==> config.mk <==
export PLATFORM = sky130hd
export DESIGN_NAME = hmnt_fifo
export DESIGN_NICKNAME = d
export VERILOG_FILES = /design/src/hdl/hmnt_pkg.sv /design/src/hdl/hmnt_fifo.sv
export SDC_FILE = /design/constraint.sdc
export NUM_CORES = 1
export LEC_CHECK = 0
export CAP_MARGIN = 20
export CORE_MARGIN = 2
export CORE_UTILIZATION = 25
export CTS_CLUSTER_DIAMETER = 30
export CTS_CLUSTER_SIZE = 30
export DETAILED_ROUTE_END_ITERATION = 12
export DONT_BUFFER_PORTS = 1
export GPL_ROUTABILITY_DRIVEN = 0
export HOLD_SLACK_MARGIN = 0.08
export PLACE_DENSITY = 0.4
export REMOVE_ABC_BUFFERS = 1
export SYNTH_ARGS = -nofsm -noshare
export SYNTH_HDL_FRONTEND = slang
export SYNTH_SLANG_ARGS = --single-unit
export TNS_END_PERCENT = 10
==> constraint.sdc <==
create_clock -name clk -period 8.1 [get_ports clk]
set_clock_uncertainty 0.15 [all_clocks]
set_input_delay 2.43 -clock clk [delete_from_list [all_inputs] [get_ports clk]]
set_output_delay 2.43 -clock clk [all_outputs]
set_load 0.01 [all_outputs]
==> src/hdl/hmnt_pkg.sv <==
// ----------------------------------------------------------------------------
// hmnt_pkg
// Types, state encodings and constants shared by the heightmap normal and
// tangent core.
// ----------------------------------------------------------------------------
package hmnt_pkg;

    localparam logic FUNC_LOAD  = 1'b0;
    localparam logic FUNC_QUERY = 1'b1;

    localparam logic [1:0] CFG_COLUMNS = 2'd0;
    localparam logic [1:0] CFG_ROWS    = 2'd1;

    localparam logic [8:0] GRID_RESET = 9'd256;
    localparam logic [8:0] GRID_MIN   = 9'd2;

    localparam int QUEUE_DEPTH = 2;

    // y = round(byte * 12288 / 100), division done by reciprocal
    localparam logic [13:0] POS_SCALE = 14'd12288;
    localparam logic [5:0]  POS_ROUND = 6'd50;
    localparam logic [22:0] POS_RECIP = 23'd5368710;
    localparam int          POS_SHIFT = 29;

    localparam logic signed [31:0] VEC_Y_FACE = 32'sd100;
    localparam logic signed [31:0] VEC_X_TAN  = 32'sd100;
    localparam logic signed [17:0] ACC_Y_INIT = 18'sd16384;
    localparam logic [15:0]        Q_ONE      = 16'd16384;

    typedef logic signed [31:0] wide_t;
    typedef logic signed [15:0] comp_t;

    typedef struct packed {
        logic       func;
        logic [7:0] row;
        logic [7:0] col;
        logic [7:0] height;
        logic       bad;
        logic [8:0] rows;
        logic [8:0] cols;
    } item_t;

    typedef enum logic [3:0] {
        BK_IDLE, BK_READ, BK_FACE, BK_FWAIT, BK_ACC, BK_AWAIT,
        BK_TAN, BK_TWAIT, BK_CROSS, BK_BIN, BK_BWAIT
    } bk_state_t;

    typedef enum logic [2:0] {
        NU_IDLE, NU_SHIFT, NU_SQR, NU_SQRT, NU_LOAD, NU_DIV, NU_DONE
    } nu_state_t;

endpackage

==> src/hdl/hmnt_fifo.sv <==
// ----------------------------------------------------------------------------
// hmnt_fifo
// Short item queue between the front end and the back end.
// ----------------------------------------------------------------------------
module hmnt_fifo (
    input  logic            clk,
    input  logic            rst_n,
    input  logic            push,
    input  hmnt_pkg::item_t din,
    output logic            full,
    input  logic            pop,
    output logic            valid,
    output hmnt_pkg::item_t dout
);

    localparam int DEPTH = hmnt_pkg::QUEUE_DEPTH;
    localparam int PW    = (DEPTH > 1) ? $clog2(DEPTH) : 1;
    localparam int CW    = $clog2(DEPTH + 1);

    hmnt_pkg::item_t mem_reg [DEPTH];
    logic [PW-1:0]   wr_ptr_reg;
    logic [PW-1:0]   rd_ptr_reg;
    logic [CW-1:0]   count_reg;

    assign full  = (count_reg == CW'(DEPTH));
    assign valid = (count_reg != '0);
    assign dout  = mem_reg[rd_ptr_reg];

    always_ff @(posedge clk) begin
        if (push) begin
            mem_reg[wr_ptr_reg] <= din;
        end
    end

    always_ff @(posedge clk or negedge rst_n) begin
        if (!rst_n) begin
            wr_ptr_reg <= '0;
            rd_ptr_reg <= '0;
            count_reg  <= '0;
        end else begin
            if (push) begin
                wr_ptr_reg <= (wr_ptr_reg == PW'(DEPTH - 1)) ? '0 : wr_ptr_reg + 1'b1;
            end
            if (pop) begin
                rd_ptr_reg <= (rd_ptr_reg == PW'(DEPTH - 1)) ? '0 : rd_ptr_reg + 1'b1;
            end
            if (push && !pop) begin
                count_reg <= count_reg + 1'b1;
            end else if (pop && !push) begin
                count_reg <= count_reg - 1'b1;
            end
        end
    end

`ifndef ASSERT_OFF
    a_count_bound: assert property (@(posedge clk) disable iff (!rst_n)
        count_reg <= CW'(DEPTH))
        else $error("queue count beyond depth");
    a_pop_nonempty: assert property (@(posedge clk) disable iff (!rst_n)
        pop |-> count_reg != '0)
        else $error("pop from empty queue");
    a_push_count: assert property (@(posedge clk) disable iff (!rst_n)
        (push && !pop) |=> count_reg == $past(count_reg) + 1'b1)
        else $error("push lost");
`endif

endmodule

==> flow_summary.toml <==
[synth]
synth-adder-area-share_pct = 0.351
synth_area_sq_um = 3560
synth_cells = 153
synth-xor-area-share_pct = 1.23
yosysWarnings = 0
ys_seq_area_share_pct = 76.9
ys_seq_elements = 92
ys_types = 14
synth_compound_area_share_pct = 0
synthSimpleGateAreaFrac_pct = 0.807
synth_top_family_by_area = "multiplexers"
syn_avg_cell_area_sq_um = 23.3
synthMuxAreaShare_pct = 18.0

[global_route]
busiest_layer = "met2"
antenna_found_initial = 0
grt_pass1_vias = 1435
gr-usage-met3_pct = 4.29
grt_util_met2_pct = 12.7
use_met1_pct = 7.00
grt_overflow = 0
track_usage_pct = 7.44
grt_start_max_net_pins = 45
grt_pass1_wl_microns = 7970

[sta]
fin_crit_sh_pct = 54.3
rsz0062_at_grt = "false"
setup_violations = 0
slew_viol_final = 0
slew_headroom_pct = 46.9
hold_ws_ns = 0.319
hold_violations = 0
worst_pin_slew_ns = 0.797
setup_ws_ns = 3.70
fin_tns_setup_ns = 0
clock.fmax_ghz = 0.228
period_minus_slack_ns = 4.40

[power]
clkPwrFrac_pct = 29.2
p_leak_uw = 0.00143
ir_drop_v = 0.000118
netSwitchingFraction_pct = 26.9
power_density_nw_per_um2 = 365
power_frac_comb_pct = 26.1
total_power_uw = 1480
p_seq_share_pct = 44.7
p_int_uw = 1080
p_switching_uw = 398

[place]
port_buffers = 0
dp_slack_ns = 4.01

[clock_network]
clkTransAtPathRegs_ns = 0.06
cts_buffers = 9
cts_tree = "yes"
clockRootBuffer = "clkbuf_16"
clockBufferDepth = 2
htreeDepth = 3
cts_setup_buffers = 0
insertion_delay_ns = 0.33
cts_hold_buf = 0
cts.repair.resized = 0
cts.sinks = 92

[floorplan]
die-area_sq_um = 15200
dieWidth_microns = 123
num_rows = 43
core_area_sq_um = 13900
num_io_pins = 94
start_util_pct = 25.7
die_h_microns = 123

[routing]
drtPass1Iterations = 3
antenna_left = 0
drt-initial-drc-count = 97
vias = 1348
drc = 0
avgViaCountPerCell = 3.90
routedWlPerCell_microns = 16.2
routed_wl_microns = 5610

[critical_path]
startpoint_type = "flip-flop"
critPathKind = "reg -> out"
critPathMaxFanout = 44
arrival_ns = 1.82
worstPathRequired_ns = 5.52
end_kind = "primary output"

[final_layout]
diodes = 0
area_growth_pct = 13.8
final_nets = 211
largest_reg_flops = 88
drive_gt1_share_pct = 39.2

[min_path]
hp-class = "reg -> reg"

[outcome]
status = "finished clean"

[flow_run]
maxCapViolCount = 0
==> cell type report <==
class	count	area, sq um
well taps	180	225
multi-input cells	55	736
clock buffers	9	225
flip-flops and latches	92	2740
inverters	1	3.75
fillers	1355	9820
repair buffers	3	35.0
clock inverters	6	88.8
==> metal layers <==
metal	routed length [microns]	vias to the layer above
li1	-	613
met1	1920	672
met2	2900	55
met3	681	8
met4	110	0
met5	0	-
==> layout by cell type (no fill, tap or decap) <==
| master | count |
|---|---|
| edfxtp_1 | 88 |
| clkinvlp_4 | 1 |
| nor2_1 | 1 |
| clkinv_4 | 1 |
| mux2_2 | 5 |
| dfrtp_1 | 3 |
| ha_1 | 1 |
| and2_2 | 1 |
| buf_4 | 2 |
| mux2_4 | 39 |
| nor2b_4 | 1 |
| or2_2 | 1 |
| bufinv_16 | 2 |
| nor2b_1 | 1 |
| buf_12 | 1 |
| inv_1 | 1 |
| xor2_1 | 4 |
| clkbuf_16 | 9 |
| clkinv_1 | 1 |
| inv_6 | 1 |
| xnor2_1 | 1 |
| dfrtp_2 | 1 |
==> final timing paths <==
check                                       start                        to  slack [ns]  cells after the start
setup / recovery           rd_ptr_reg$_DFFE_PN0P_                  dout[24]        3.70                      2
hold / removal             rd_ptr_reg$_DFFE_PN0P_    rd_ptr_reg$_DFFE_PN0P_        0.32                      1
setup reg to reg           wr_ptr_reg$_DFFE_PN0P_  mem_reg[0][22]$_DFFE_PP_        6.52                      2
hold reg to reg            rd_ptr_reg$_DFFE_PN0P_    rd_ptr_reg$_DFFE_PN0P_        0.32                      1
max in group asynchronous                   rst_n    rd_ptr_reg$_DFFE_PN0P_        6.08                      0
min in group asynchronous                   rst_n  count_reg[0]$_DFFE_PN0P_        1.64                      0
==> cell usage after synthesis, drive strengths merged <==
master | instances | share of area (%)
nor2b | 2 | 0.35
or2 | 1 | 0.18
buf | 5 | 2.6
edfxtp | 88 | 74
xor2 | 4 | 0.98
mux2 | 44 | 18
and2 | 1 | 0.18
ha | 1 | 0.35
xnor2 | 1 | 0.25
nor2 | 1 | 0.11
inv | 1 | 0.11
dfrtp | 4 | 2.8
==> stage by stage <==
step | utilization, % | cells | instance area [sq um]
2_1_floorplan | - | 148 | 3470
3_3_place_gp | 26.8 | 330 | 3720
3_5_place_dp | 26.8 | 330 | 3720
4_1_cts | 29.1 | 345 | 4040
5_1_grt | 29.2 | 346 | 4060
6_report | 29.2 | 346 | 4060
==> critical path: stages (launching register included) <==
cell and delay (ns):
dfrtp_2 0.37, buf_4 0.63, mux2_2 0.45
==> logic make-up (layout without fill, tap and decap cells) <==
group / count (synthesis) / count (layout)
xor gates and xnor gates: 5 / 5
adders and majority gates: 1 / 1
muxes: 44 / 44
buffers and inverters: 6 / 19
DFF: 92 / 92
and+or+nand+nor: 5 / 5
==> power by group through the flow <==
stage               Clock (uW)  Sequential (uW)  Combinational (uW)
floorplan                    0              711                 293
global placement             0              669                 388
detailed placement           0              675                 396
CTS                        449              665                 396
global route               463              670                 415
finish                     433              662                 386
Note: power is estimated with default switching activity, not from simulation.
