--- src/hdl/hmnt_pkg.sv ---
// ----------------------------------------------------------------------------
// hmnt_pkg
// Types, state encodings and constants shared by the heightmap normal and
// tangent core.
// ----------------------------------------------------------------------------
package hmnt_pkg;

    localparam logic FUNC_LOAD  = 1'b0;
    localparam logic FUNC_QUERY = 1'b1;

    localparam logic [1:0] CFG_COLUMNS = 2'd0;
    localparam logic [1:0] CFG_ROWS    = 2'd1;

    localparam logic [8:0] GRID_RESET = 9'd256;
    localparam logic [8:0] GRID_MIN   = 9'd2;

    localparam int QUEUE_DEPTH = 2;

    // y = round(byte * 12288 / 100), division done by reciprocal
    localparam logic [13:0] POS_SCALE = 14'd12288;
    localparam logic [5:0]  POS_ROUND = 6'd50;
    localparam logic [22:0] POS_RECIP = 23'd5368710;
    localparam int          POS_SHIFT = 29;

    localparam logic signed [31:0] VEC_Y_FACE = 32'sd100;
    localparam logic signed [31:0] VEC_X_TAN  = 32'sd100;
    localparam logic signed [17:0] ACC_Y_INIT = 18'sd16384;
    localparam logic [15:0]        Q_ONE      = 16'd16384;

    typedef logic signed [31:0] wide_t;
    typedef logic signed [15:0] comp_t;

    typedef struct packed {
        logic       func;
        logic [7:0] row;
        logic [7:0] col;
        logic [7:0] height;
        logic       bad;
        logic [8:0] rows;
        logic [8:0] cols;
    } item_t;

    typedef enum logic [3:0] {
        BK_IDLE, BK_READ, BK_FACE, BK_FWAIT, BK_ACC, BK_AWAIT,
        BK_TAN, BK_TWAIT, BK_CROSS, BK_BIN, BK_BWAIT
    } bk_state_t;

    typedef enum logic [2:0] {
        NU_IDLE, NU_SHIFT, NU_SQR, NU_SQRT, NU_LOAD, NU_DIV, NU_DONE
    } nu_state_t;

endpackage

--- src/hdl/hmnt_front.sv ---
// ----------------------------------------------------------------------------
// hmnt_front
// Accepts items and configuration writes, saturates the grid size and flags
// queries that fall outside the grid.
// ----------------------------------------------------------------------------
module hmnt_front #(
    parameter int MAX_COLUMNS = 256,
    parameter int MAX_ROWS    = 256
) (
    input  logic                clk,
    input  logic                rst_n,
    input  logic                start,
    input  logic                func,
    input  logic [7:0]          row,
    input  logic [7:0]          col,
    input  logic [7:0]          height_byte,
    input  logic                cfg_valid,
    output logic                cfg_ready,
    input  logic [1:0]          cfg_index,
    input  logic [8:0]          cfg_data,
    input  logic                full,
    output logic                push,
    output hmnt_pkg::item_t     item
);

    logic [8:0] cols_reg;
    logic [8:0] rows_reg;
    logic [8:0] cols_sat;
    logic [8:0] rows_sat;

    assign cfg_ready = 1'b1;

    always_ff @(posedge clk or negedge rst_n) begin
        if (!rst_n) begin
            cols_reg <= hmnt_pkg::GRID_RESET;
            rows_reg <= hmnt_pkg::GRID_RESET;
        end else if (cfg_valid && cfg_ready) begin
            case (cfg_index)
                hmnt_pkg::CFG_COLUMNS: cols_reg <= cfg_data;
                hmnt_pkg::CFG_ROWS:    rows_reg <= cfg_data;
                default: ;
            endcase
        end
    end

    always_comb begin
        if (cols_reg < hmnt_pkg::GRID_MIN) begin
            cols_sat = hmnt_pkg::GRID_MIN;
        end else if (32'(cols_reg) > MAX_COLUMNS) begin
            cols_sat = 9'(MAX_COLUMNS);
        end else begin
            cols_sat = cols_reg;
        end
        if (rows_reg < hmnt_pkg::GRID_MIN) begin
            rows_sat = hmnt_pkg::GRID_MIN;
        end else if (32'(rows_reg) > MAX_ROWS) begin
            rows_sat = 9'(MAX_ROWS);
        end else begin
            rows_sat = rows_reg;
        end
    end

    assign push = start && !full;

    always_comb begin
        item.func   = func;
        item.row    = row;
        item.col    = col;
        item.height = height_byte;
        item.bad    = ({1'b0, row} >= rows_sat) || ({1'b0, col} >= cols_sat);
        item.rows   = rows_sat;
        item.cols   = cols_sat;
    end

endmodule

--- config.mk ---
export PLATFORM = sky130hd
export DESIGN_NAME = hmnt_front
export DESIGN_NICKNAME = d
export VERILOG_FILES = /design/src/hdl/hmnt_pkg.sv /design/src/hdl/hmnt_front.sv
export SDC_FILE = /design/constraint.sdc
export NUM_CORES = 1
export LEC_CHECK = 0
export BUFFER_PORTS_ARGS = -buffer_cell sky130_fd_sc_hd__buf_2
export CORE_ASPECT_RATIO = 0.75
export CORE_MARGIN = 2
export CORE_UTILIZATION = 39
export DETAILED_ROUTE_END_ITERATION = 6
export PLACE_DENSITY = 0.84
export SYNTH_ARGS = -nofsm -noshare
export SYNTH_HDL_FRONTEND = slang
export SYNTH_SLANG_ARGS = --single-unit
--- constraint.sdc ---
create_clock -name clk -period 2.1 [get_ports clk]
set_clock_uncertainty 0.15 [all_clocks]
set_input_delay 0.21 -clock clk [delete_from_list [all_inputs] [get_ports clk]]
set_output_delay 0.21 -clock clk [all_outputs]
set_load 0.01 [all_outputs]
==> impl_metrics.ini <==
[floorplan]
die_w_um = 74.6
coreArea_um2 = 3610
start_util = 0.403
num_io_pins = 87
dieArea_um2 = 4250
die_h_um = 56.9
row_count = 19

[drt]
drt-pass1-iter-count = 4
drtAntennaViolNets = 0
vias = 1172
routed_via_density = 4.49
wl_um = 3000
avgRoutedWirePerCell_um = 11.5
drc = 0
drt_iter0_markers = 42

[synthesis]
netlist_area_um2 = 1460
syn_area_per_cell_um2 = 9.78
synth_top_area_share = 0.275
synth_edf_count = 0
synthTopCellsByArea = dfrtp_1 27%, buf_4 14%, ha_1 14%
synth_top_flop_cell = dfrtp_1
yosys_warnings = 0
ys_async_sr_fraction = 1.00
yosys.cell_types.count = 32
synth_fp_nets = 206
yosysTopAreaCell = dfrtp_1
ys_ff_latch = 18
yosysSeqAreaShare = 0.311
synth_cells = 149

[setup_path]
cp_slowest_cell = or4_4
crit_buf_inv = 1
crit_arrival_ns = 2.50
worstPathCellList = or4_4 > nor4_4 > nor2_2 > or2_1 > ha_1 > a211oi_2 > o21a_1 > o211ai_1 > buf_2
required_ns = 1.74
critPathMaxFanout = 2
startpoint_type = flop
critPathTopFamily = simple AND/OR/NAND/NOR gates
slowest_delay_ns = 0.55
end_kind = output port
crit_type = reg -> out

[global_routing]
antenna_found_initial = 0
grt_use_total = 0.149
grt_pass1_vias = 1108
overflow = 0
grt_pass1_wl_um = 4920
grt_max_degree = 19

[cts]
htree_levels = 1
cts_root_buf = clkbuf_8
postCtsSetupRepairBufs = 0
cts_tree = done
insertion_delay_ns = 0.25
clock_path_buffers = 2
cts_inserted_buffers = 3
cts.clk_slew.worst_paths_ns = 0.06
cts.sinks = 18

[power]
powerDensity_nw_per_um2 = 731
cellLeakagePower_nw = 1.03
peakVddDrop_mv = 0.503
power_mw = 1.36
pwr-share-comb = 0.450
pwr-share-seq = 0.347
switching_share = 0.325
p_clk_frac = 0.203
p_int_mw = 0.916
power.net_switching_mw = 0.442

[sta]
setup_slack_ns = -0.761
max_freq_mhz = 350
hold_slack_ns = 0.0548
hold_violations = 0
min_period_over_period = 1.36
report.final.slew_viol_count = 0
min_period_ns = 2.86
rsz0062_at_grt = yes
finalSetupViolCount = 1

[min_path]
hp-class = in -> reg

[finish]
final_cells = 261
n_antenna_cell = 0
final_nets = 267
filler_cell_count = 367
multi_input_area_um2 = 732
area_delta_synth_final_pct = 27.4
ff_latch_area_um2 = 453
utilization = 0.514
drive_gt1_frac = 0.545

[run_status]
status = finished, violations left
violations = negative setup slack

[placed_design]
post-place-ws_ns = -0.522
gp_congestion = 0.805
dp.cells = 256
port-buffer-count = 67
hpwl_um = 2620

[job]
max-cap-violations = 0
==> worst reg2reg max path, delay by kind of cell, from the launching register on <==
| family | cells | cell delay [ns] |
|---|---|---|
| flops | 1 | 0.42 |
| mux | 1 | 0.26 |
| buf+inv | 1 | 0.16 |
==> final cells by class <==
cell class                      count  share of cell area
Inverter                           17              0.0344
Multi-Input combinational cell     83               0.394
Tap cell                           52              0.0350
Timing Repair Buffer               87               0.263
Sequential cell                    18               0.244
Clock buffer                        4              0.0296
==> placed cells by master (no fill, tap or decap), types with 2 or more instances in the layout <==
master    netlist  layout
nor3b_1         3       2
nor2_1          4       4
inv_1          17      17
dfrtp_1        16      16
nand3_1         3       3
clkbuf_8        0       4
o211ai_1        2       2
buf_2           1      67
a21oi_1         7       7
mux2_2         17      17
buf_4          27      19
nand2b_1       13      13
dfstp_2         2       2
ha_1           16      16
==> power groups by stage <==
stage                     Sequential (mW)  Combinational (mW)  Clock [mW]
final                               0.471               0.611       0.275
after global routing                0.479               0.693       0.296
after CTS                           0.471               0.618       0.281
after detailed placement            0.477               0.610           0
after global placement              0.473               0.595           0
after floorplan                     0.465               0.378           0
==> per-stage QoR <==
step | cell area [um2] | TNS (ns)
2_1_floorplan | 1460 | -0.344
3_3_place_gp | 1790 | -0.464
3_5_place_dp | 1790 | -0.522
4_1_cts | 1860 | -0.787
5_1_grt | 1860 | -0.969
6_report | 1860 | -0.761
==> cells by family after synthesis <==
| group | after synthesis | share of synthesized area |
|---|---|---|
| flops | 18 | 0.311 |
| buf+inv | 48 | 0.194 |
| mux | 18 | 0.139 |
| compound gates | 14 | 0.0601 |
| fa+ha+maj | 16 | 0.137 |
| other cells | 1 | 0.00257 |
| simple gates | 34 | 0.156 |
==> metal layers <==
| layer | vias up | share of wire | track usage |
|---|---|---|---|
| met5 | - | 0 | 0 |
| li1 | 591 | - | - |
| met2 | 45 | 0.45 | 0.226 |
| met4 | 0 | 0.0073 | 0.0357 |
| met3 | 6 | 0.077 | 0.0495 |
| met1 | 530 | 0.47 | 0.208 |
==> worst paths after layout <==
path	start	end	slack, ns	depth (start not counted)
max	cols_reg[2]$_DFFE_PN0P_	item[18]	-0.76	9
min	cfg_data[0]	rows_reg[0]$_DFFE_PN0P_	0.05	2
max reg2reg	cols_reg[7]$_DFFE_PN0P_	cols_reg[7]$_DFFE_PN0P_	0.99	2
min reg2reg	rows_reg[0]$_DFFE_PN0P_	rows_reg[0]$_DFFE_PN0P_	0.36	1
max in group asynchronous	rst_n	rows_reg[8]$_DFFE_PN1P_	1.22	2
min in group asynchronous	rst_n	rows_reg[5]$_DFFE_PN0P_	0.26	2
==> Yosys cell counts, types with 2 or more instances <==
cell type  number
nor2_1          4
o211ai_1        2
dfrtp_1        16
ha_1           16
dfstp_2         2
clkbuf_1        3
nor3b_1         3
mux2_2         17
buf_4          27
a21oi_1         7
nand3_1         3
inv_1          17
nand2b_1       13
==> what timing repair did <==
action	4_1_cts	5_1_grt
endpoints found under the hold margin	16	0
gates resized for setup	1	0
gates cloned	0	0
hold buffers	1	0
endpoints found under the setup margin	1	2
No activity file was read; power rests on OpenSTA's default activity.
